===== config.mk =====
export PLATFORM = sky130hd
export DESIGN_NAME = slip_frame_decoder
export DESIGN_NICKNAME = d
export VERILOG_FILES = /design/src/rtl/sfd_pkg.sv /design/src/rtl/slip_frame_decoder.sv /design/src/rtl/sfd_cfg_regs.sv
export SDC_FILE = /design/constraint.sdc
export NUM_CORES = 1
export LEC_CHECK = 0
export ABC_AREA = 1
export BUFFER_PORTS_ARGS = -buffer_cell sky130_fd_sc_hd__buf_2
export CAP_MARGIN = 20
export CORE_ASPECT_RATIO = 0.5
export CORE_UTILIZATION = 47
export DETAILED_ROUTE_END_ITERATION = 7
export GPL_TIMING_DRIVEN = 0
export PLACE_DENSITY = 0.66
export RECOVER_POWER = 50
export SYNTH_ARGS = -nofsm -noshare
export SYNTH_HDL_FRONTEND = slang
export SYNTH_SLANG_ARGS = --single-unit

===== constraint.sdc =====
create_clock -name i_clk -period 1.75 [get_ports i_clk]
set_input_delay 0.175 -clock i_clk [delete_from_list [all_inputs] [get_ports i_clk]]
set_output_delay 0.175 -clock i_clk [all_outputs]
set_load 0.03 [all_outputs]

===== src/rtl/sfd_pkg.sv =====
// Types, codes and reset values for the frame decoder.
package sfd_pkg;

    localparam int BYTE_W  = 8;
    localparam int KIND_W  = 2;
    localparam int PHASE_W = 2;
    localparam int INDEX_W = 3;

    localparam logic [KIND_W-1:0] KIND_DATA    = 2'd0;
    localparam logic [KIND_W-1:0] KIND_END     = 2'd1;
    localparam logic [KIND_W-1:0] KIND_ABORT   = 2'd2;
    localparam logic [KIND_W-1:0] KIND_BAD_ESC = 2'd3;

    localparam logic [PHASE_W-1:0] PHASE_HUNT  = 2'd0;
    localparam logic [PHASE_W-1:0] PHASE_FRAME = 2'd1;
    localparam logic [PHASE_W-1:0] PHASE_ESC   = 2'd2;

    localparam logic [INDEX_W-1:0] REG_BEGIN     = 3'd0;
    localparam logic [INDEX_W-1:0] REG_END       = 3'd1;
    localparam logic [INDEX_W-1:0] REG_ESCAPE    = 3'd2;
    localparam logic [INDEX_W-1:0] REG_ESC_BEGIN = 3'd3;
    localparam logic [INDEX_W-1:0] REG_ESC_END   = 3'd4;
    localparam logic [INDEX_W-1:0] REG_ESC_ESC   = 3'd5;

    localparam logic [BYTE_W-1:0] RST_BEGIN     = 8'd193;
    localparam logic [BYTE_W-1:0] RST_END       = 8'd192;
    localparam logic [BYTE_W-1:0] RST_ESCAPE    = 8'd219;
    localparam logic [BYTE_W-1:0] RST_ESC_BEGIN = 8'd222;
    localparam logic [BYTE_W-1:0] RST_ESC_END   = 8'd220;
    localparam logic [BYTE_W-1:0] RST_ESC_ESC   = 8'd221;

    typedef struct packed {
        logic [BYTE_W-1:0] begin_code;
        logic [BYTE_W-1:0] end_code;
        logic [BYTE_W-1:0] escape_code;
        logic [BYTE_W-1:0] escaped_begin_code;
        logic [BYTE_W-1:0] escaped_end_code;
        logic [BYTE_W-1:0] escaped_escape_code;
    } t_cfg;

endpackage


===== src/rtl/slip_frame_decoder.sv =====
// SLIP-style frame decoder top level: input register, phase logic, result register.
//
// Takes one received byte per cycle and returns at most one result per byte
// (data, frame end, frame aborted, bad escape). A byte passes from the input
// register through the phase logic into the result register. The sustained
// rate is one byte per cycle, set by the two-bit phase register that each byte
// reads and updates as it leaves the input register. A byte that gives a
// result waits in the input register, and the input stalls, only while the
// result register holds a result that is not taken in the same cycle; bytes
// that give no result never wait.
module slip_frame_decoder (
    input  logic                          i_clk,
    input  logic                          i_rst_n,
    input  logic                          i_cfg_we,
    input  logic [sfd_pkg::INDEX_W-1:0]   i_cfg_index,
    input  logic [sfd_pkg::BYTE_W-1:0]    i_cfg_data,
    input  logic                          i_in_valid,
    output logic                          o_in_ready,
    input  logic [sfd_pkg::BYTE_W-1:0]    i_rx_byte,
    output logic                          o_out_valid,
    input  logic                          i_out_ready,
    output logic [sfd_pkg::BYTE_W-1:0]    o_data_byte,
    output logic [sfd_pkg::KIND_W-1:0]    o_kind
);

    sfd_pkg::t_cfg w_cfg;

    logic                          r_in_valid;
    logic [sfd_pkg::BYTE_W-1:0]    r_in_byte;
    logic [sfd_pkg::PHASE_W-1:0]   r_phase;
    logic [sfd_pkg::PHASE_W-1:0]   n_phase;
    logic                          r_out_valid;
    logic [sfd_pkg::BYTE_W-1:0]    r_out_data;
    logic [sfd_pkg::KIND_W-1:0]    r_out_kind;

    logic                          w_emit;
    logic [sfd_pkg::BYTE_W-1:0]    w_res_data;
    logic [sfd_pkg::KIND_W-1:0]    w_res_kind;
    logic                          w_out_free;
    logic                          w_advance;
    logic                          w_in_take;

    sfd_cfg_regs u_cfg_regs (
        .i_clk       (i_clk),
        .i_rst_n     (i_rst_n),
        .i_cfg_we    (i_cfg_we),
        .i_cfg_index (i_cfg_index),
        .i_cfg_data  (i_cfg_data),
        .o_cfg       (w_cfg)
    );

    always_comb begin
        n_phase    = r_phase;
        w_emit     = 1'b0;
        w_res_data = '0;
        w_res_kind = sfd_pkg::KIND_DATA;
        case (r_phase)
            sfd_pkg::PHASE_FRAME: begin
                if (r_in_byte == w_cfg.end_code) begin
                    n_phase    = sfd_pkg::PHASE_HUNT;
                    w_emit     = 1'b1;
                    w_res_kind = sfd_pkg::KIND_END;
                end else if (r_in_byte == w_cfg.begin_code) begin
                    w_emit     = 1'b1;
                    w_res_kind = sfd_pkg::KIND_ABORT;
                end else if (r_in_byte == w_cfg.escape_code) begin
                    n_phase = sfd_pkg::PHASE_ESC;
                end else begin
                    w_emit     = 1'b1;
                    w_res_data = r_in_byte;
                end
            end
            sfd_pkg::PHASE_ESC: begin
                w_emit  = 1'b1;
                n_phase = sfd_pkg::PHASE_FRAME;
                if (r_in_byte == w_cfg.escaped_begin_code) begin
                    w_res_data = w_cfg.begin_code;
                end else if (r_in_byte == w_cfg.escaped_end_code) begin
                    w_res_data = w_cfg.end_code;
                end else if (r_in_byte == w_cfg.escaped_escape_code) begin
                    w_res_data = w_cfg.escape_code;
                end else begin
                    n_phase    = sfd_pkg::PHASE_HUNT;
                    w_res_kind = sfd_pkg::KIND_BAD_ESC;
                end
            end
            default: begin
                n_phase = (r_in_byte == w_cfg.begin_code) ? sfd_pkg::PHASE_FRAME
                                                          : sfd_pkg::PHASE_HUNT;
            end
        endcase
    end

    assign w_out_free = !r_out_valid || i_out_ready;
    assign w_advance  = r_in_valid && (!w_emit || w_out_free);
    assign o_in_ready = !r_in_valid || w_advance;
    assign w_in_take  = i_in_valid && o_in_ready;

    always_ff @(posedge i_clk) begin
        if (!i_rst_n) begin
            r_in_valid  <= 1'b0;
            r_phase     <= sfd_pkg::PHASE_HUNT;
            r_out_valid <= 1'b0;
        end else begin
            if (o_in_ready) begin
                r_in_valid <= i_in_valid;
            end
            if (w_advance) begin
                r_phase <= n_phase;
            end
            if (w_advance && w_emit) begin
                r_out_valid <= 1'b1;
            end else if (i_out_ready) begin
                r_out_valid <= 1'b0;
            end
        end
    end

    always_ff @(posedge i_clk) begin
        if (w_in_take) begin
            r_in_byte <= i_rx_byte;
        end
        if (w_advance && w_emit) begin
            r_out_data <= w_res_data;
            r_out_kind <= w_res_kind;
        end
    end

    assign o_out_valid = r_out_valid;
    assign o_data_byte = r_out_data;
    assign o_kind      = r_out_kind;

endmodule


===== src/rtl/sfd_cfg_regs.sv =====
// Configuration register file holding the token and escape code bytes.
module sfd_cfg_regs (
    input  logic                             i_clk,
    input  logic                             i_rst_n,
    input  logic                             i_cfg_we,
    input  logic [sfd_pkg::INDEX_W-1:0]      i_cfg_index,
    input  logic [sfd_pkg::BYTE_W-1:0]       i_cfg_data,
    output sfd_pkg::t_cfg                    o_cfg
);

    sfd_pkg::t_cfg r_cfg;
    sfd_pkg::t_cfg n_cfg;

    always_comb begin
        n_cfg = r_cfg;
        if (i_cfg_we) begin
            case (i_cfg_index)
                sfd_pkg::REG_BEGIN:     n_cfg.begin_code          = i_cfg_data;
                sfd_pkg::REG_END:       n_cfg.end_code            = i_cfg_data;
                sfd_pkg::REG_ESCAPE:    n_cfg.escape_code         = i_cfg_data;
                sfd_pkg::REG_ESC_BEGIN: n_cfg.escaped_begin_code  = i_cfg_data;
                sfd_pkg::REG_ESC_END:   n_cfg.escaped_end_code    = i_cfg_data;
                sfd_pkg::REG_ESC_ESC:   n_cfg.escaped_escape_code = i_cfg_data;
                default:                n_cfg                     = r_cfg;
            endcase
        end
    end

    always_ff @(posedge i_clk) begin
        if (!i_rst_n) begin
            r_cfg.begin_code          <= sfd_pkg::RST_BEGIN;
            r_cfg.end_code            <= sfd_pkg::RST_END;
            r_cfg.escape_code         <= sfd_pkg::RST_ESCAPE;
            r_cfg.escaped_begin_code  <= sfd_pkg::RST_ESC_BEGIN;
            r_cfg.escaped_end_code    <= sfd_pkg::RST_ESC_END;
            r_cfg.escaped_escape_code <= sfd_pkg::RST_ESC_ESC;
        end else begin
            r_cfg <= n_cfg;
        end
    end

    assign o_cfg = r_cfg;

endmodule


After elaboration in Yosys (flattened, before gate mapping). Cells that the tools add are included.

Input port bits: 24. Flip-flop bits (word level): 70. Word-level logic and storage cells: 72.

Equal/unequal tests: 15. Muxes and demuxes: 27. Reduce and logical (&&, ||, !) cells: 18.

Operators by type and width (count): == test 8 bit (6); two-way mux 8 bit (6); two-way mux 2 bit (8); case mux 8 bit (2 select lines) (1); AND reduction 2 bit (6); two-way mux 1 bit (9); case mux 2 bit (2 select lines) (2); == test 3 x 2 -> 1 bit (second input constant) (2); == test 3 bit (second input constant) (2); inequality test 3 bit (second input constant) (2); == test 3 x 1 -> 1 bit (second input constant) (1); logical AND 1 bit (3); zero test 1 bit (3); zero test 3 bit (1); logical OR 1 bit (3); AND reduction 3 bit (1); == test 2 x 1 -> 1 bit (second input constant) (1); == test 2 bit (second input constant) (1); case mux 1 bit (2 select lines) (1); nonzero test 2 bit (1).

Depth between registers and ports, before layout. Gate-level depths: netlist (run 1).

Word-level depth: 10. Depth in mapped cells: 15. Gate-level depth less buffers: 14.

By module. A second synthesis (run 1) with hierarchy kept.

Cells, all modules: 531. Area, all modules: 3764.9 sq um.

By module, submodules not included: slip_frame_decoder (area an instance 1913.1 sq um, seq. area each 620.6 sq um, cells each 279, times used 1); sfd_cfg_regs (area an instance 1851.8 sq um, seq. area each 960.9 sq um, cells each 252, times used 1).

Least setup slack after synthesis (run 1). Ideal clock, no wire load.

Path type: register to register. Start: register r_in_byte[0] in the netlist's numbering. End: register r_in_byte[0] in the netlist's numbering, enable pin. Clock period less this slack: 1.998 ns. Data arrival time: 1.725 ns. Path slack: -0.248 ns. Stages on the path, launching flop included: 14. Cell sequence: edfxtp_1 > buf_6 > inv_1 > nand2_1 > nand2_1 > nand2_1 > nor2_1 > nand3_1 > nand2_1 > inv_1 > nand2_2 > nand4_1 > nand2_1 > inv_1.

Longest elaborated chain between the ends: 10. Elaborated cells on any way between the ends: 12. Those cells by class: eq/ne (3); mux (4); reduce/logical (5).

RTL lines: from (decl) (RTL line slip_frame_decoder.sv:29) `logic [sfd_pkg::BYTE_W-1:0] r_in_byte;`; from (signal assigned) (RTL line slip_frame_decoder.sv:121) `r_in_byte <= i_rx_byte;`; == test 8 bit (RTL line slip_frame_decoder.sv:66) `end else if (r_in_byte == w_cfg.escape_code) begin`; two-way mux 1 bit (RTL line slip_frame_decoder.sv:66); two-way mux 1 bit (RTL line slip_frame_decoder.sv:63) `end else if (r_in_byte == w_cfg.begin_code) begin`; two-way mux 1 bit (*) (RTL line slip_frame_decoder.sv:59) `if (r_in_byte == w_cfg.end_code) begin`; case mux 1 bit (2 select lines) (*) (RTL line slip_frame_decoder.sv:57) `case (r_phase)`; zero test 1 bit (*) (RTL line slip_frame_decoder.sv:95) `assign w_advance = r_in_valid && (!w_emit || w_out_free);`; logical OR 1 bit (*) (RTL line slip_frame_decoder.sv:95); logical AND 1 bit (*) (RTL line slip_frame_decoder.sv:95); logical OR 1 bit (*) (RTL line slip_frame_decoder.sv:96) `assign o_in_ready = !r_in_valid || w_advance;`; named net o_in_ready (RTL line slip_frame_decoder.sv:18) `output logic o_in_ready,`; logical AND 1 bit (*) (RTL line slip_frame_decoder.sv:97) `assign w_in_take = i_in_valid && o_in_ready;`; named net w_in_take (RTL line slip_frame_decoder.sv:41) `logic w_in_take;`.

Mark *: on every way through the listed nets, which the timed path passes. The rest lies on a longest branch. A chain may end at the register's enable or synchronous reset.

Final worst setup path (run 1).
Start: register r_in_byte[5] in the netlist's numbering. End: output o_in_ready.

Longest elaborated chain between the ends: 9. Elaborated cells on any way between the ends: 11. Those cells by class: eq/ne (3); mux (4); reduce/logical (4).

RTL lines (RTL line): == test 8 bit (slip_frame_decoder.sv:66); two-way mux 1 bit (slip_frame_decoder.sv:66); two-way mux 1 bit (slip_frame_decoder.sv:63); two-way mux 1 bit (*) (slip_frame_decoder.sv:59); case mux 1 bit (2 select lines) (*) (slip_frame_decoder.sv:57); zero test 1 bit (*) (slip_frame_decoder.sv:95); logical OR 1 bit (*) (slip_frame_decoder.sv:95); logical AND 1 bit (*) (slip_frame_decoder.sv:95); logical OR 1 bit (*) (slip_frame_decoder.sv:96); to (decl) (slip_frame_decoder.sv:18).

Every way passes the cells marked *; elsewhere a longest branch is shown, timed or not.

==> PnR_summary.wiki, run 1 <==
{| class="wikitable"
! Metric !! Value
|-
| Outcome || finished, violations left
|-
| Violations in the final reports || setup timing
|-
| Clk pin slew, worst setup/hold paths || 0.05 ns
|-
| Kind of start point of the critical path || register
|-
| Wire length of the first global-routing pass || 15600 um
|-
| FF+latch count, synth || 70
|-
| Cell variety after synth || 27
|-
| Area of the placeable core || 7350 sq um
|-
| DR iter-0 viols || 246
|-
| Number of top-level pins || 36
|-
| Clock latency on the worst-skew pair || 0.33 ns
|-
| CTS buffer count || 9
|-
| DRC || 0
|-
| Count of nets left with antenna violations after detail routing || 0
|-
| Seq/Total Area, Yosys || 0.443
|-
| Number of hold buffers added after CTS || 0
|-
| Vias after detailed routing || 3422
|-
| VDD IR max || 0.784 mV
|-
| Clock root cell || sky130_fd_sc_hd__clkbuf_16
|-
| Number of nets in the final layout || 585
|-
| Antenna diode count || 0
|-
| Internal Power || 2.88 mW
|-
| Die boundary width || 125 um
|-
| Yosys synthesis warning count || 0
|-
| Maximum clock path buffer count || 2
|-
| Worst-case clock skew || 0.00443 ns
|-
| Overall die height || 63.6 um
|-
| Maximum number of pins on one net before global-route repair || 12
|-
| Syn Std Cell Area || 3570 sq um
|-
| Number of global-route vias before repair || 2992
|-
| Post-detailed-placement half-perimeter wirelength || 6480 um
|-
| Unrepaired setup endpoints after global routing || yes
|-
| Number of clock sinks seen by CTS || 70
|-
| Register share of total power || 0.455
|-
| Final number of max-transition violations || 0
|-
| Fraction of final layout cells with drive strength greater than 1 || 0.238
|-
| Routed via count divided by cell count || 5.18
|-
| Final wirelength || 9810 um
|-
| Final Wtd Congestion || 0.831
|-
| Cells after DPL || 607
|-
| Number of optimization iterations in the first detailed-route pass || 7
|-
| Clock tree from TritonCTS || done
|-
| Final core utilization || 0.632
|-
| Synthesized Nets || 503
|-
| Worst setup EP type || output port
|-
| Final worst-path setup slack || -0.313 ns
|-
| Crit path max-delay cell type || sky130_fd_sc_hd__edfxtp_1
|-
| Longest individual stage delay on the worst path || 0.39 ns
|-
| Worst-path fanout max || 6
|-
| Worst relative slew slack || 0.520
|-
| Transition time at the pin with the least slew margin || 0.717 ns
|-
| Leakage component of the power || 2.06 nW
|-
| Part of the cycle the worst path needs || 1.18
|-
| Cell count after synthesis || 477
|-
| Antenna violations before repair || 0
|-
| Worst setup path category || reg2out
|-
| Maxcap violations || 0
|-
| H-tree lvl count || 3
|-
| Worst Path Arrival || 1.89 ns
|-
| Path type of the worst min-delay path || in2reg
|-
| Final hold violation count || 0
|-
| Setup total negative slack || -7.23 ns
|-
| Power spent charging and discharging nets || 0.989 mW
|-
| Critical path's most frequent cell || sky130_fd_sc_hd__nand2_2
|-
| Worst path cell trace || buf_6, inv_6, nand2_2, nand2_2, nand2_2, nor2_4, nand3_2, nand2_1, inv_1, nand2_2, nand4_1, buf_6
|-
| Die Area || 7970 sq um
|-
| Syn-to-layout area delta || 30.2%
|-
| Worst EP required || 1.57 ns
|-
| Total buffers and inverters traversed by the critical path || 4
|-
| Total setup violations reported at the end of the flow || 33
|-
| Floorplan row count || 22
|-
| Relative contribution of the clock network to total power || 0.416
|-
| Initial standard-cell utilization of the core || 0.486
|-
| Time the worst path needs with I/O delays and setup || 2.06 ns
|-
| Overflow after GRT || 0
|-
| Switching share of power || 0.255
|-
| Port-buffer cells || 34
|-
| Routed length per instance || 14.9 um
|-
| Proportion of power drawn by combinational gates || 0.130
|-
| Critical path's top delay family || simple AND/OR/NAND/NOR gates
|-
| Total power divided by cell area || 833 nW/um^2
|-
| Global-route usage over all layers || 0.260
|-
| Fmax || 485 MHz
|-
| Average size of a mapped cell || 7.48 sq um
|-
| Count of placed standard cells in the final layout, fillers left out || 660
|}
==> cell usage in the layout, fill, tap and decap left out, drive strengths merged <==
cell type / instances
nand3: 51
buf: 68
dfxtp: 52
ha: 2
or2: 1
clkbuf: 33
nand2: 137
a21oi: 18
clkinvlp: 1
clkinv: 3
edfxtp: 18
nand4: 15
nor2: 58
o21ai: 23
inv: 45
xor2: 1
xnor2: 33
o211ai: 5
==> synth_stat cells (all sizes together) <==
master	instances	area, sq um
a21oi	18	90.1
xor2	1	8.76
edfxtp	18	541
nand4	15	93.8
clkinv	2	12.5
o211ai	5	37.5
buf	12	106
xnor2	33	289
o21ai	23	115
dfxtp	52	1040
inv	43	161
or2	1	6.26
nand3	51	260
nand2	137	524
clkbuf	7	36.3
nor2	57	221
ha	2	25.0
==> layout make-up <==
type / count / area (sq um)
clock buffer: 14 / 244
clock inverter: 2 / 10.0
timing repair inverter: 2 / 13.8
timing repair buffer: 68 / 439
multi-input combinational: 344 / 1890
tap: 96 / 120
fill: 648 / 2700
buffer: 19 / 156
inverter: 45 / 194
sequential: 70 / 1580
==> worst reg2reg max path, stage by stage (launching register included) <==
cell and delay (ns):
sky130_fd_sc_hd__edfxtp_1 0.37, sky130_fd_sc_hd__buf_6 0.16, sky130_fd_sc_hd__xor2_1 0.15, sky130_fd_sc_hd__nor2_1 0.12
sky130_fd_sc_hd__nand2_1 0.10, sky130_fd_sc_hd__nor2_4 0.17, sky130_fd_sc_hd__nand2_2 0.08, sky130_fd_sc_hd__nand2_2 0.07
sky130_fd_sc_hd__nand2_2 0.07, sky130_fd_sc_hd__buf_6 0.12, sky130_fd_sc_hd__nand4_1 0.10, sky130_fd_sc_hd__buf_6 0.14
sky130_fd_sc_hd__clkinvlp_4 0.14
==> per-stage QoR <==
| stage | power (mW) | worst slack [ns] | hold WS (ns) | area, sq um |
|---|---|---|---|---|
| detailed placement | 2.19 | -0.279 | 0.353 | 3880 |
| global placement | 2.18 | -0.256 | 0.352 | 3880 |
| CTS | 3.83 | -0.260 | 0.00297 | 4350 |
| floorplan | 2.06 | -0.213 | 0.274 | 3590 |
| finish | 3.87 | -0.313 | 0.0129 | 4650 |
| global route | 4.02 | -0.441 | 0.00154 | 4650 |
==> cell families after synthesis <==
family | Yosys count | synth area share
XOR/XNOR | 34 | 0.0834
AO/OA/AOI/OAI | 46 | 0.0680
flip-flops | 70 | 0.443
buffers and inverters | 64 | 0.0887
AND/OR/NAND/NOR | 261 | 0.310
adder cells (fa/ha/maj) | 2 | 0.00701
==> power groups by stage <==
| stage | registers (mW) | clock network (mW) | logic, mW |
|---|---|---|---|
| detailed placement | 1.79 | 0 | 0.397 |
| CTS | 1.76 | 1.63 | 0.438 |
| global placement | 1.79 | 0 | 0.392 |
| finish | 1.76 | 1.61 | 0.502 |
| floorplan | 1.79 | 0 | 0.275 |
| global route | 1.77 | 1.70 | 0.554 |
==> registers in the layout, summed over array words and instances (netlist names) <==
signal and flops:
r_in_valid 1, r_phase 2, u_cfg_regs.o_cfg 48, o_data_byte 8, o_out_valid 1, r_in_byte 8, o_kind 2
==> metal layers <==
layer,part of all wire,global-route usage,routed length [um],up-vias
li1,-,-,-,1711
met1,0.48,0.365,4730,1583
met2,0.43,0.390,4250,119
met3,0.077,0.0688,758,9
met4,0.0074,0.0762,73,0
met5,0,0,0,-
==> path summary, 6_finish.rpt <==
check | start | to | slack (ns) | cells past startpoint
setup reg to reg | r_in_byte[6] | o_kind[1] | -0.29 | 12
setup / recovery | r_in_byte[5] | o_in_ready | -0.31 | 12
hold / removal | i_rx_byte[6] | r_in_byte[6] | 0.01 | 1
hold reg to reg | u_cfg_regs.o_cfg[13] | u_cfg_regs.o_cfg[13] | 0.47 | 2
==> what timing repair did <==
| item | 4_1_cts | 5_1_grt |
|---|---|---|
| resized for setup | 25 | 45 |
| cloned | 2 | 2 |
| setup buffers | 16 | 18 |
| pin swaps | 6 | 17 |
| endpoints found under the setup margin | 31 | 33 |
(Power assumes the default switching activity.)
==> run 2, diff against run 1 <==
--- a/config.mk
+++ b/config.mk
@@ -5,11 +5,11 @@
 export SDC_FILE = /design/constraint.sdc
 export NUM_CORES = 1
 export LEC_CHECK = 0
-export ABC_AREA = 1
 export BUFFER_PORTS_ARGS = -buffer_cell sky130_fd_sc_hd__buf_2
 export CAP_MARGIN = 20
 export CORE_ASPECT_RATIO = 0.5
 export CORE_UTILIZATION = 47
+export CTS_BUF_LIST = sky130_fd_sc_hd__clkbuf_2 sky130_fd_sc_hd__clkbuf_4 sky130_fd_sc_hd__clkbuf_8
 export DETAILED_ROUTE_END_ITERATION = 7
 export GPL_TIMING_DRIVEN = 0
 export PLACE_DENSITY = 0.66
==> PnR_summary.wiki, run 2 <==
{| class="wikitable"
! Metric !! Value
|-
| Antenna violations before repair || 0 (unchanged)
|-
| Syn Std Cell Area || 3500 sq um (was 3570 sq um)
|-
| Die boundary width || 124 um (was 125 um)
|-
| Number of global-route vias before repair || 3183 (was 2992)
|-
| Part of the cycle the worst path needs || 1.33 (was 1.18)
|-
| Violations in the final reports || setup timing (unchanged)
|-
| Path type of the worst min-delay path || in2reg (unchanged)
|-
| Final hold violation count || 0 (unchanged)
|-
| Maximum clock path buffer count || 2 (unchanged)
|-
| Initial standard-cell utilization of the core || 0.505 (was 0.486)
|-
| Maxcap violations || 0 (unchanged)
|-
| Number of clock sinks seen by CTS || 70 (unchanged)
|-
| Commonest cells after routing, fill and taps aside || sky130_fd_sc_hd__nand2_1 (104), sky130_fd_sc_hd__dfxtp_1 (51), sky130_fd_sc_hd__nand3_1 (31), sky130_fd_sc_hd__buf_4 (30) (was sky130_fd_sc_hd__nand2_1 (124), sky130_fd_sc_hd__dfxtp_1 (52), sky130_fd_sc_hd__nand3_1 (48), sky130_fd_sc_hd__nor2_1 (47), sky130_fd_sc_hd__inv_1 (35))
|-
| Critical path's most frequent cell || sky130_fd_sc_hd__buf_6 (was sky130_fd_sc_hd__nand2_2)
|-
| Total power divided by cell area || 797 nW/um^2 (was 833 nW/um^2)
|-
| Post-detailed-placement half-perimeter wirelength || 6850 um (was 6480 um)
|-
| Count of nets left with antenna violations after detail routing || 0 (unchanged)
|-
| Syn-to-layout area delta || 40.6% (was 30.2%)
|-
| Worst Path Arrival || 2.15 ns (was 1.89 ns)
|-
| Seq/Total Area, Yosys || 0.452 (was 0.443)
|-
| Unrepaired setup endpoints after global routing || yes (unchanged)
|-
| Transition time at the pin with the least slew margin || 0.530 ns (was 0.717 ns)
|-
| Kind of start point of the critical path || register (unchanged)
|-
| Final worst-path setup slack || -0.579 ns (was -0.313 ns)
|-
| Overall die height || 63.0 um (was 63.6 um)
|-
| Worst-path fanout max || 7 (was 6)
|-
| Final wirelength || 11500 um (was 9810 um)
|-
| Multiplexer fraction of the synthesized cell area || 0 (unchanged)
|-
| Async set-or-reset flop fraction in the synthesized netlist || 0 (unchanged)
|-
| Clock latency on the worst-skew pair || 0.37 ns (was 0.33 ns)
|-
| Area share of the largest cell type after synthesis || 0.297 (was 0.292)
|-
| Yosys synthesis warning count || 0 (unchanged)
|-
| Main area contributors after synthesis || sky130_fd_sc_hd__dfxtp_1 (30%), sky130_fd_sc_hd__edfxtp_1 (15%), sky130_fd_sc_hd__nand2_1 (11%), sky130_fd_sc_hd__xor2_1 (7.5%), sky130_fd_sc_hd__nand3_1 (4.4%) (was sky130_fd_sc_hd__dfxtp_1 (29%), sky130_fd_sc_hd__edfxtp_1 (15%), sky130_fd_sc_hd__nand2_1 (14%), sky130_fd_sc_hd__xnor2_1 (8.1%), sky130_fd_sc_hd__nand3_1 (7.0%))
|-
| Number of top-level pins || 36 (unchanged)
|-
| Share of the synthesized netlist area taken by xor and xnor gates || 0.124 (was 0.0834)
|-
| Fraction of final layout cells with drive strength greater than 1 || 0.298 (was 0.238)
|-
| Most frequent cells after synthesis || sky130_fd_sc_hd__nand2_1 (106), sky130_fd_sc_hd__dfxtp_1 (52), sky130_fd_sc_hd__nand3_1 (31) (was sky130_fd_sc_hd__nand2_1 (135), sky130_fd_sc_hd__nor2_1 (54), sky130_fd_sc_hd__dfxtp_1 (52))
|-
| Clk pin slew, worst setup/hold paths || 0.07 ns (was 0.05 ns)
|-
| Floorplan row count || 21 (was 22)
|-
| Fraction of the mapped netlist area in compound gates || 0.119 (was 0.0680)
|-
| Pwr Total || 3.93 mW (was 3.87 mW)
|-
| Clock root cell || sky130_fd_sc_hd__clkbuf_8 (was sky130_fd_sc_hd__clkbuf_16)
|-
| Library cell occupying the most area in the post-synthesis netlist || sky130_fd_sc_hd__dfxtp_1 (unchanged)
|-
| Port-buffer cells || 35 (was 34)
|-
| Worst Min Path Start || i_cfg_data[1] (was i_rx_byte[6])
|-
| Number of nets in the final layout || 515 (was 585)
|-
| Wire length of the first global-routing pass || 16500 um (was 15600 um)
|-
| Final Wtd Congestion || 0.834 (was 0.831)
|-
| Launching element of the worst setup path || r_in_byte[5] (unchanged)
|-
| CTS buffer count || 9 (unchanged)
|-
| Longest individual stage delay on the worst path || 0.39 ns (about the same)
|-
| Worst EP required || 1.57 ns (about the same)
|-
| Clock tree from TritonCTS || done (unchanged)
|-
| Final core utilization || 0.710 (was 0.632)
|-
| Most frequently used cell type in the post-synthesis netlist || sky130_fd_sc_hd__nand2_1 (unchanged)
|-
| Worst relative slew slack || 0.646 (was 0.520)
|-
| Most common library cell in the layout ignoring fill and taps || sky130_fd_sc_hd__nand2_1 (unchanged)
|-
| Cell count after synthesis || 397 (was 477)
|-
| Number of optimization iterations in the first detailed-route pass || 5 (was 7)
|-
| DR iter-0 viols || 327 (was 246)
|-
| DRC || 0 (unchanged)
|-
| Worst-case clock skew || 0.00841 ns (was 0.00443 ns)
|-
| H-tree lvl count || 3 (unchanged)
|-
| Vias after detailed routing || 3368 (was 3422)
|-
| R2r startpoint || r_in_byte[1] (was r_in_byte[6])
|-
| FF+latch count, synth || 70 (unchanged)
|-
| Routed length per instance || 19.7 um (was 14.9 um)
|-
| VDD IR max || 0.421 mV (was 0.784 mV)
|-
| Area of the placeable core || 6940 sq um (was 7350 sq um)
|-
| Fmax || 429 MHz (was 485 MHz)
|-
| Time the worst path needs with I/O delays and setup || 2.33 ns (was 2.06 ns)
|-
| Average size of a mapped cell || 8.82 sq um (was 7.48 sq um)
|-
| Die Area || 7820 sq um (was 7970 sq um)
|-
| Cell variety after synth || 42 (was 27)
|-
| Overflow after GRT || 0 (unchanged)
|-
| Adder-cell area share of the yosys netlist || 0.00715 (was 0.00701)
|-
| Maximum number of pins on one net before global-route repair || 12 (unchanged)
|-
| Synthesized Nets || 423 (was 503)
|-
| Outcome || finished, violations left (unchanged)
|-
| Post-synth EDFFs || 18 (unchanged)
|-
| Worst setup EP type || output port (unchanged)
|-
| Crit path max-delay cell type || sky130_fd_sc_hd__edfxtp_1 (unchanged)
|-
| Routed via count divided by cell count || 5.75 (was 5.18)
|-
| Worst path cell trace || buf_6, xor2_1, nor4_4, o211ai_2, o21a_4, o21ai_2, buf_6 (was buf_6, inv_6, nand2_2, nand2_2, nand2_2, nor2_4, nand3_2, nand2_1, inv_1, nand2_2, nand4_1, buf_6)
|-
| Final number of max-transition violations || 0 (unchanged)
|-
| Leakage component of the power || 1.89 nW (was 2.06 nW)
|-
| Dominant combinational cell family by area after synthesis || simple AND/OR/NAND/NOR gates (unchanged)
|-
| Global-route usage over all layers || 0.295 (was 0.260)
|-
| Worst setup slack before clock tree synthesis || -0.478 ns (was -0.279 ns)
|-
| Leading register cell type out of synthesis || sky130_fd_sc_hd__dfxtp_1 (unchanged)
|-
| Max reg flops || 48 (unchanged)
|-
| Antenna diode count || 0 (unchanged)
|-
| Worst setup path category || reg2out (unchanged)
|-
| Fraction of the mapped netlist area in simple logic gates || 0.244 (was 0.310)
|-
| Total setup violations reported at the end of the flow || 33 (unchanged)
|}
==> run 2: worst paths after layout <==
kind                         end  slack (ns)  cells after the start
max                   o_in_ready       -0.58                      7
min          u_cfg_regs.o_cfg[1]        0.13                      3
max reg2reg       o_data_byte[7]       -0.51                      9
min reg2reg  u_cfg_regs.o_cfg[1]        0.47                      2
==> run 2: kinds of logic after synthesis <==
| kind of cell | Yosys count |
|---|---|
| AND/OR/NAND/NOR | 181 |
| flip-flops | 70 |
| AO/OA/AOI/OAI | 59 |
| XOR/XNOR | 48 |
| buffers and inverters | 37 |
| adder cells (fa/ha/maj) | 2 |
==> run 2: what timing repair did <==
action	CTS	global route
gates cloned	1	0
hold buffers	7	1
hold endpoints to repair	7	1
endpoints found under the setup margin	33	33
pin swaps	23	14
buffers inserted	28	15
gates resized for setup	40	30
==> run 2: layout make-up <==
cell class | count | area [sq um]
well taps | 92 | 115
clock buffers | 13 | 173
flip-flops and latches | 70 | 1580
fillers | 506 | 2010
repair buffers | 82 | 603
clock inverters | 3 | 65.1
inverters | 14 | 52.6
plain buffers | 21 | 146
multi-input cells | 291 | 2190
==> run 2: per-stage QoR <==
stage	std cells	TNS [ns]	cell area, sq um	hold slack [ns]
global route	586	-16.56	4920	0.133
detailed placement	524	-11.87	3860	0.354
floorplan	397	-3.41	3570	0.274
finish	586	-14.30	4920	0.127
CTS	574	-11.89	4630	0.00295
global placement	524	-10.28	3860	0.351
==> run 2: routing by layer <==
metal,vias to the layer above,track usage,part of all wire
li1,1535,-,-
met1,1614,0.369,0.40
met2,180,0.453,0.47
met3,39,0.0894,0.10
met4,0,0.158,0.031
met5,-,0,0
==> run 2: critical path: cells and delay by family (launching register included) <==
kind	cells	cell delay, ns
buffers and inverters	2	0.31
AND/OR/NAND/NOR	1	0.36
flip-flops	1	0.39
AO/OA/AOI/OAI	3	0.55
XOR/XNOR	1	0.18
==> run 2: where the power goes <==
| group | switching [mW] | internal (mW) |
|---|---|---|
| clock network | 0.635 | 0.934 |
| registers | 0.0483 | 1.71 |
| logic | 0.343 | 0.258 |
| total | 1.03 | 2.90 |
==> run 3, diff against run 2 <==
--- a/config.mk
+++ b/config.mk
@@ -8,12 +8,13 @@
 export BUFFER_PORTS_ARGS = -buffer_cell sky130_fd_sc_hd__buf_2
 export CAP_MARGIN = 20
 export CORE_ASPECT_RATIO = 0.5
-export CORE_UTILIZATION = 47
+export CORE_UTILIZATION = 55
 export CTS_BUF_LIST = sky130_fd_sc_hd__clkbuf_2 sky130_fd_sc_hd__clkbuf_4 sky130_fd_sc_hd__clkbuf_8
 export DETAILED_ROUTE_END_ITERATION = 7
 export GPL_TIMING_DRIVEN = 0
-export PLACE_DENSITY = 0.66
+export PLACE_DENSITY = 0.76
 export RECOVER_POWER = 50
 export SYNTH_ARGS = -nofsm -noshare
 export SYNTH_HDL_FRONTEND = slang
+export SYNTH_HIERARCHICAL = 1
 export SYNTH_SLANG_ARGS = --single-unit
==> PnR_summary.wiki, run 3 <==
{| class="wikitable"
! Metric !! Value
|-
| Final core utilization || 0.767 (was 0.710)
|-
| Worst-case clock skew || 0.0154 ns (was 0.00841 ns)
|-
| DR iter-0 viols || 162 (was 327)
|-
| Number of top-level pins || 36 (unchanged)
|-
| Maximum clock path buffer count || 2 (unchanged)
|-
| Cell variety after synth || 44 (was 42)
|-
| Syn Std Cell Area || 3640 sq um (was 3500 sq um)
|-
| Fraction of final layout cells with drive strength greater than 1 || 0.316 (was 0.298)
|-
| Async set-or-reset flop fraction in the synthesized netlist || 0 (unchanged)
|-
| Average size of a mapped cell || 10.3 sq um (was 8.82 sq um)
|-
| Endpoint of the most critical register-to-register path || r_in_byte[5] (was o_data_byte[7])
|-
| Worst setup path category || reg2out (unchanged)
|-
| Cells after DPL || 477 (was 524)
|-
| Switching share of power || 0.245 (was 0.262)
|-
| Filler cells || 394 (was 506)
|-
| Most frequently used cell type in the post-synthesis netlist || sky130_fd_sc_hd__dfxtp_1 (was sky130_fd_sc_hd__nand2_1)
|-
| R2r startpoint || r_in_byte[6] (was r_in_byte[1])
|-
| Proportion of power drawn by combinational gates || 0.127 (was 0.153)
|-
| DRC || 0 (unchanged)
|-
| Initial standard-cell utilization of the core || 0.584 (was 0.505)
|-
| VDD IR max || 0.495 mV (was 0.421 mV)
|-
| Most common library cell in the layout ignoring fill and taps || sky130_fd_sc_hd__dfxtp_1 (was sky130_fd_sc_hd__nand2_1)
|-
| Commonest cells after routing, fill and taps aside || sky130_fd_sc_hd__dfxtp_1 (52), sky130_fd_sc_hd__mux2i_1 (48), sky130_fd_sc_hd__buf_2 (39) (was sky130_fd_sc_hd__nand2_1 (104), sky130_fd_sc_hd__dfxtp_1 (51), sky130_fd_sc_hd__nand3_1 (31), sky130_fd_sc_hd__buf_4 (30))
|-
| Worst Path Arrival || 2.19 ns (was 2.15 ns)
|-
| Post-detailed-placement half-perimeter wirelength || 6160 um (was 6850 um)
|-
| Antenna violations before repair || 0 (unchanged)
|-
| Relative contribution of the clock network to total power || 0.374 (was 0.400)
|-
| Internal Power || 2.61 mW (was 2.90 mW)
|-
| Setup total negative slack || -16.40 ns (was -14.30 ns)
|-
| Area of placed instances || 3980 sq um (was 3860 sq um)
|-
| CTS buffer count || 9 (unchanged)
|-
| Crit path max-delay cell type || sky130_fd_sc_hd__edfxtp_1 (unchanged)
|-
| Power spent charging and discharging nets || 0.848 mW (was 1.03 mW)
|-
| Number of optimization iterations in the first detailed-route pass || 4 (was 5)
|-
| Violations in the final reports || setup timing (unchanged)
|-
| Clock latency on the worst-skew pair || 0.35 ns (was 0.37 ns)
|-
| Die Area || 6970 sq um (was 7820 sq um)
|-
| Global-route usage over all layers || 0.289 (was 0.295)
|-
| Total setup violations reported at the end of the flow || 33 (unchanged)
|-
| Fmax || 423 MHz (was 429 MHz)
|-
| Setup slack of the worst register-to-register path || -0.61 ns (was -0.51 ns)
|-
| Die boundary width || 117 um (was 124 um)
|-
| Clock tree from TritonCTS || done (unchanged)
|-
| Cell count after synthesis || 354 (was 397)
|-
| Overall die height || 59.5 um (was 63.0 um)
|-
| Port-buffer cells || 35 (unchanged)
|-
| Maxcap violations || 0 (unchanged)
|-
| Critical path's most frequent cell || sky130_fd_sc_hd__buf_6 (unchanged)
|-
| Post-synth EDFFs || 18 (unchanged)
|-
| Unrepaired setup endpoints after global routing || yes (unchanged)
|-
| Part of the cycle the worst path needs || 1.35 (was 1.33)
|-
| Antenna diode count || 0 (unchanged)
|-
| Worst relative slew slack || 0.582 (was 0.646)
|-
| Final worst-path setup slack || -0.613 ns (was -0.579 ns)
|-
| Worst path cell trace || buf_6, buf_6, xor2_1, nor4_2, and2_4, o31a_1, o211a_1, inv_2, buf_6 (was buf_6, xor2_1, nor4_4, o211ai_2, o21a_4, o21ai_2, buf_6)
|-
| Logic depth of the worst register-to-register path || 10 (was 9)
|-
| H-tree lvl count || 3 (unchanged)
|-
| Worst EP required || 1.57 ns (about the same)
|-
| Syn-to-layout area delta || 31.3% (was 40.6%)
|-
| Final hold violation count || 0 (unchanged)
|-
| Area of the placeable core || 6230 sq um (was 6940 sq um)
|-
| Path type of the worst min-delay path || in2reg (unchanged)
|-
| Worst setup EP type || output port (unchanged)
|-
| Area share of the largest cell type after synthesis || 0.286 (was 0.297)
|-
| Synthesized Nets || 380 (was 423)
|-
| Final Wtd Congestion || 0.883 (was 0.834)
|-
| Maximum number of pins on one net before global-route repair || 13 (was 12)
|-
| Time the worst path needs with I/O delays and setup || 2.36 ns (was 2.33 ns)
|-
| Count of placed standard cells in the final layout, fillers left out || 540 (was 586)
|-
| Leakage component of the power || 2.19 nW (was 1.89 nW)
|-
| Register share of total power || 0.499 (was 0.447)
|-
| Worst Min Path Start || i_rx_byte[2] (was i_cfg_data[1])
|-
| Worst-path fanout max || 5 (was 7)
|-
| Final std cell area, no fill || 4780 sq um (was 4920 sq um)
|-
| Kind of start point of the critical path || register (unchanged)
|-
| Wire length of the first global-routing pass || 14300 um (was 16500 um)
|-
| Vias after detailed routing || 2974 (was 3368)
|-
| Number of clock sinks seen by CTS || 70 (unchanged)
|-
| Floorplan row count || 20 (was 21)
|-
| Number of global-route vias before repair || 2921 (was 3183)
|-
| Final number of max-transition violations || 0 (unchanged)
|-
| Clk pin slew, worst setup/hold paths || 0.07 ns (about the same)
|-
| Routed via count divided by cell count || 5.51 (was 5.75)
|-
| Number of nets in the final layout || 473 (was 515)
|-
| Outcome || finished, violations left (unchanged)
|-
| Endpoint with the worst hold slack || r_in_byte[2] (was u_cfg_regs.o_cfg[1])
|-
| Routed length per instance || 17.8 um (was 19.7 um)
|-
| Clock root cell || sky130_fd_sc_hd__clkbuf_8 (unchanged)
|-
| Seq/Total Area, Yosys || 0.435 (was 0.452)
|-
| Transition time at the pin with the least slew margin || 0.625 ns (was 0.530 ns)
|-
| Longest individual stage delay on the worst path || 0.38 ns (was 0.39 ns)
|-
| FF+latch count, synth || 70 (unchanged)
|-
| Leading register cell type out of synthesis || sky130_fd_sc_hd__dfxtp_1 (unchanged)
|-
| Total power divided by cell area || 724 nW/um^2 (was 797 nW/um^2)
|-
| Most frequent cells after synthesis || sky130_fd_sc_hd__dfxtp_1 (52), sky130_fd_sc_hd__mux2i_1 (48), sky130_fd_sc_hd__nand2_1 (38), sky130_fd_sc_hd__nor2b_1 (38) (was sky130_fd_sc_hd__nand2_1 (106), sky130_fd_sc_hd__dfxtp_1 (52), sky130_fd_sc_hd__nand3_1 (31))
|-
| Main area contributors after synthesis || sky130_fd_sc_hd__dfxtp_1 (29%), sky130_fd_sc_hd__edfxtp_1 (15%), sky130_fd_sc_hd__mux2i_1 (13%), sky130_fd_sc_hd__nor2b_1 (6.5%), sky130_fd_sc_hd__xnor2_1 (5.8%) (was sky130_fd_sc_hd__dfxtp_1 (30%), sky130_fd_sc_hd__edfxtp_1 (15%), sky130_fd_sc_hd__nand2_1 (11%), sky130_fd_sc_hd__xor2_1 (7.5%), sky130_fd_sc_hd__nand3_1 (4.4%))
|-
| Overflow after GRT || 0 (unchanged)
|-
| Yosys synthesis warning count || 6 (was 0)
|-
| Max reg flops || 48 (unchanged)
|-
| Worst Hold Path Cells || 1 (was 3)
|-
| Pwr Total || 3.46 mW (was 3.93 mW)
|-
| Library cell occupying the most area in the post-synthesis netlist || sky130_fd_sc_hd__dfxtp_1 (unchanged)
|-
| Final wirelength || 9600 um (was 11500 um)
|-
| Count of nets left with antenna violations after detail routing || 0 (unchanged)
|}
run 3: power groups by stage:
stage	clock, mW	combinational [mW]	sequential (mW)
after detailed placement	0	0.323	1.76
final	1.29	0.440	1.73
after global routing	1.37	0.468	1.73
after CTS	1.30	0.406	1.72
after global placement	0	0.315	1.76
after floorplan	0	0.227	1.75
run 3: worst max-delay path: cells and delay by family (launching register included):
family | cells | cell delay (ns)
flops | 1 | 0.38
xor+xnor | 1 | 0.17
simple gates | 2 | 0.49
compound gates | 2 | 0.36
buf+inv | 4 | 0.46
run 3: through the flow:
step / worst slack [ns] / hold WS [ns]
CTS: -0.571 / 0.000622
detailed placement: -0.578 / 0.353
global placement: -0.588 / 0.351
finish: -0.613 / 0.00872
global route: -0.708 / 0.000281
floorplan: -0.281 / 0.274
run 3: metal layers:
metal  routed length [um]  GRT usage  vias up  part of all wire
met5                    0     0.0519        -                 0
met3                  882     0.0808       23             0.092
met4                  223      0.137        0             0.023
met1                 4040      0.361     1430              0.42
met2                 4450      0.463      122              0.46
li1                     -          -     1399                 -
run 3: layout make-up:
cell class / instances / area [sq um] / area share
Inverter: 12 / 45.0 / 0.00943
Sequential cell: 70 / 1580 / 0.331
Multi-Input combinational cell: 253 / 2140 / 0.449
Clock buffer: 12 / 146 / 0.0306
Buffer: 21 / 150 / 0.0314
Tap cell: 88 / 110 / 0.0230
Clock inverter: 4 / 47.5 / 0.00995
Timing Repair Buffer: 80 / 554 / 0.116
run 3: worst max-delay path by stage:
stage | from | to | slack, ns
floorplan | r_in_byte[6] | o_data_byte[0] | -0.28
global placement | r_in_byte[4] | o_data_byte[6] | -0.59
detailed placement | r_in_byte[4] | o_data_byte[6] | -0.58
CTS | r_in_byte[7] | o_in_ready | -0.57
global route | r_in_byte[4] | r_phase[0] | -0.71
finish | r_in_byte[7] | o_in_ready | -0.61
run 3: logic make-up after synthesis:
logic type | count (synthesis) | synth area share
flip-flops | 70 | 0.435
XOR/XNOR | 48 | 0.116
multiplexers | 48 | 0.132
adder cells (fa/ha/maj) | 2 | 0.00687
AO/OA/AOI/OAI | 41 | 0.0818
AND/OR/NAND/NOR | 112 | 0.182
buffers and inverters | 33 | 0.0478
run 3: timing repair:
action / in CTS / in global routing
hold buffers: 5 / 0
pin swaps: 17 / 10
buffers inserted: 37 / 4
setup endpoints to repair: 33 / 33
gates resized for setup: 24 / 16
gates cloned: 1 / 1
hold endpoints to repair: 5 / 0
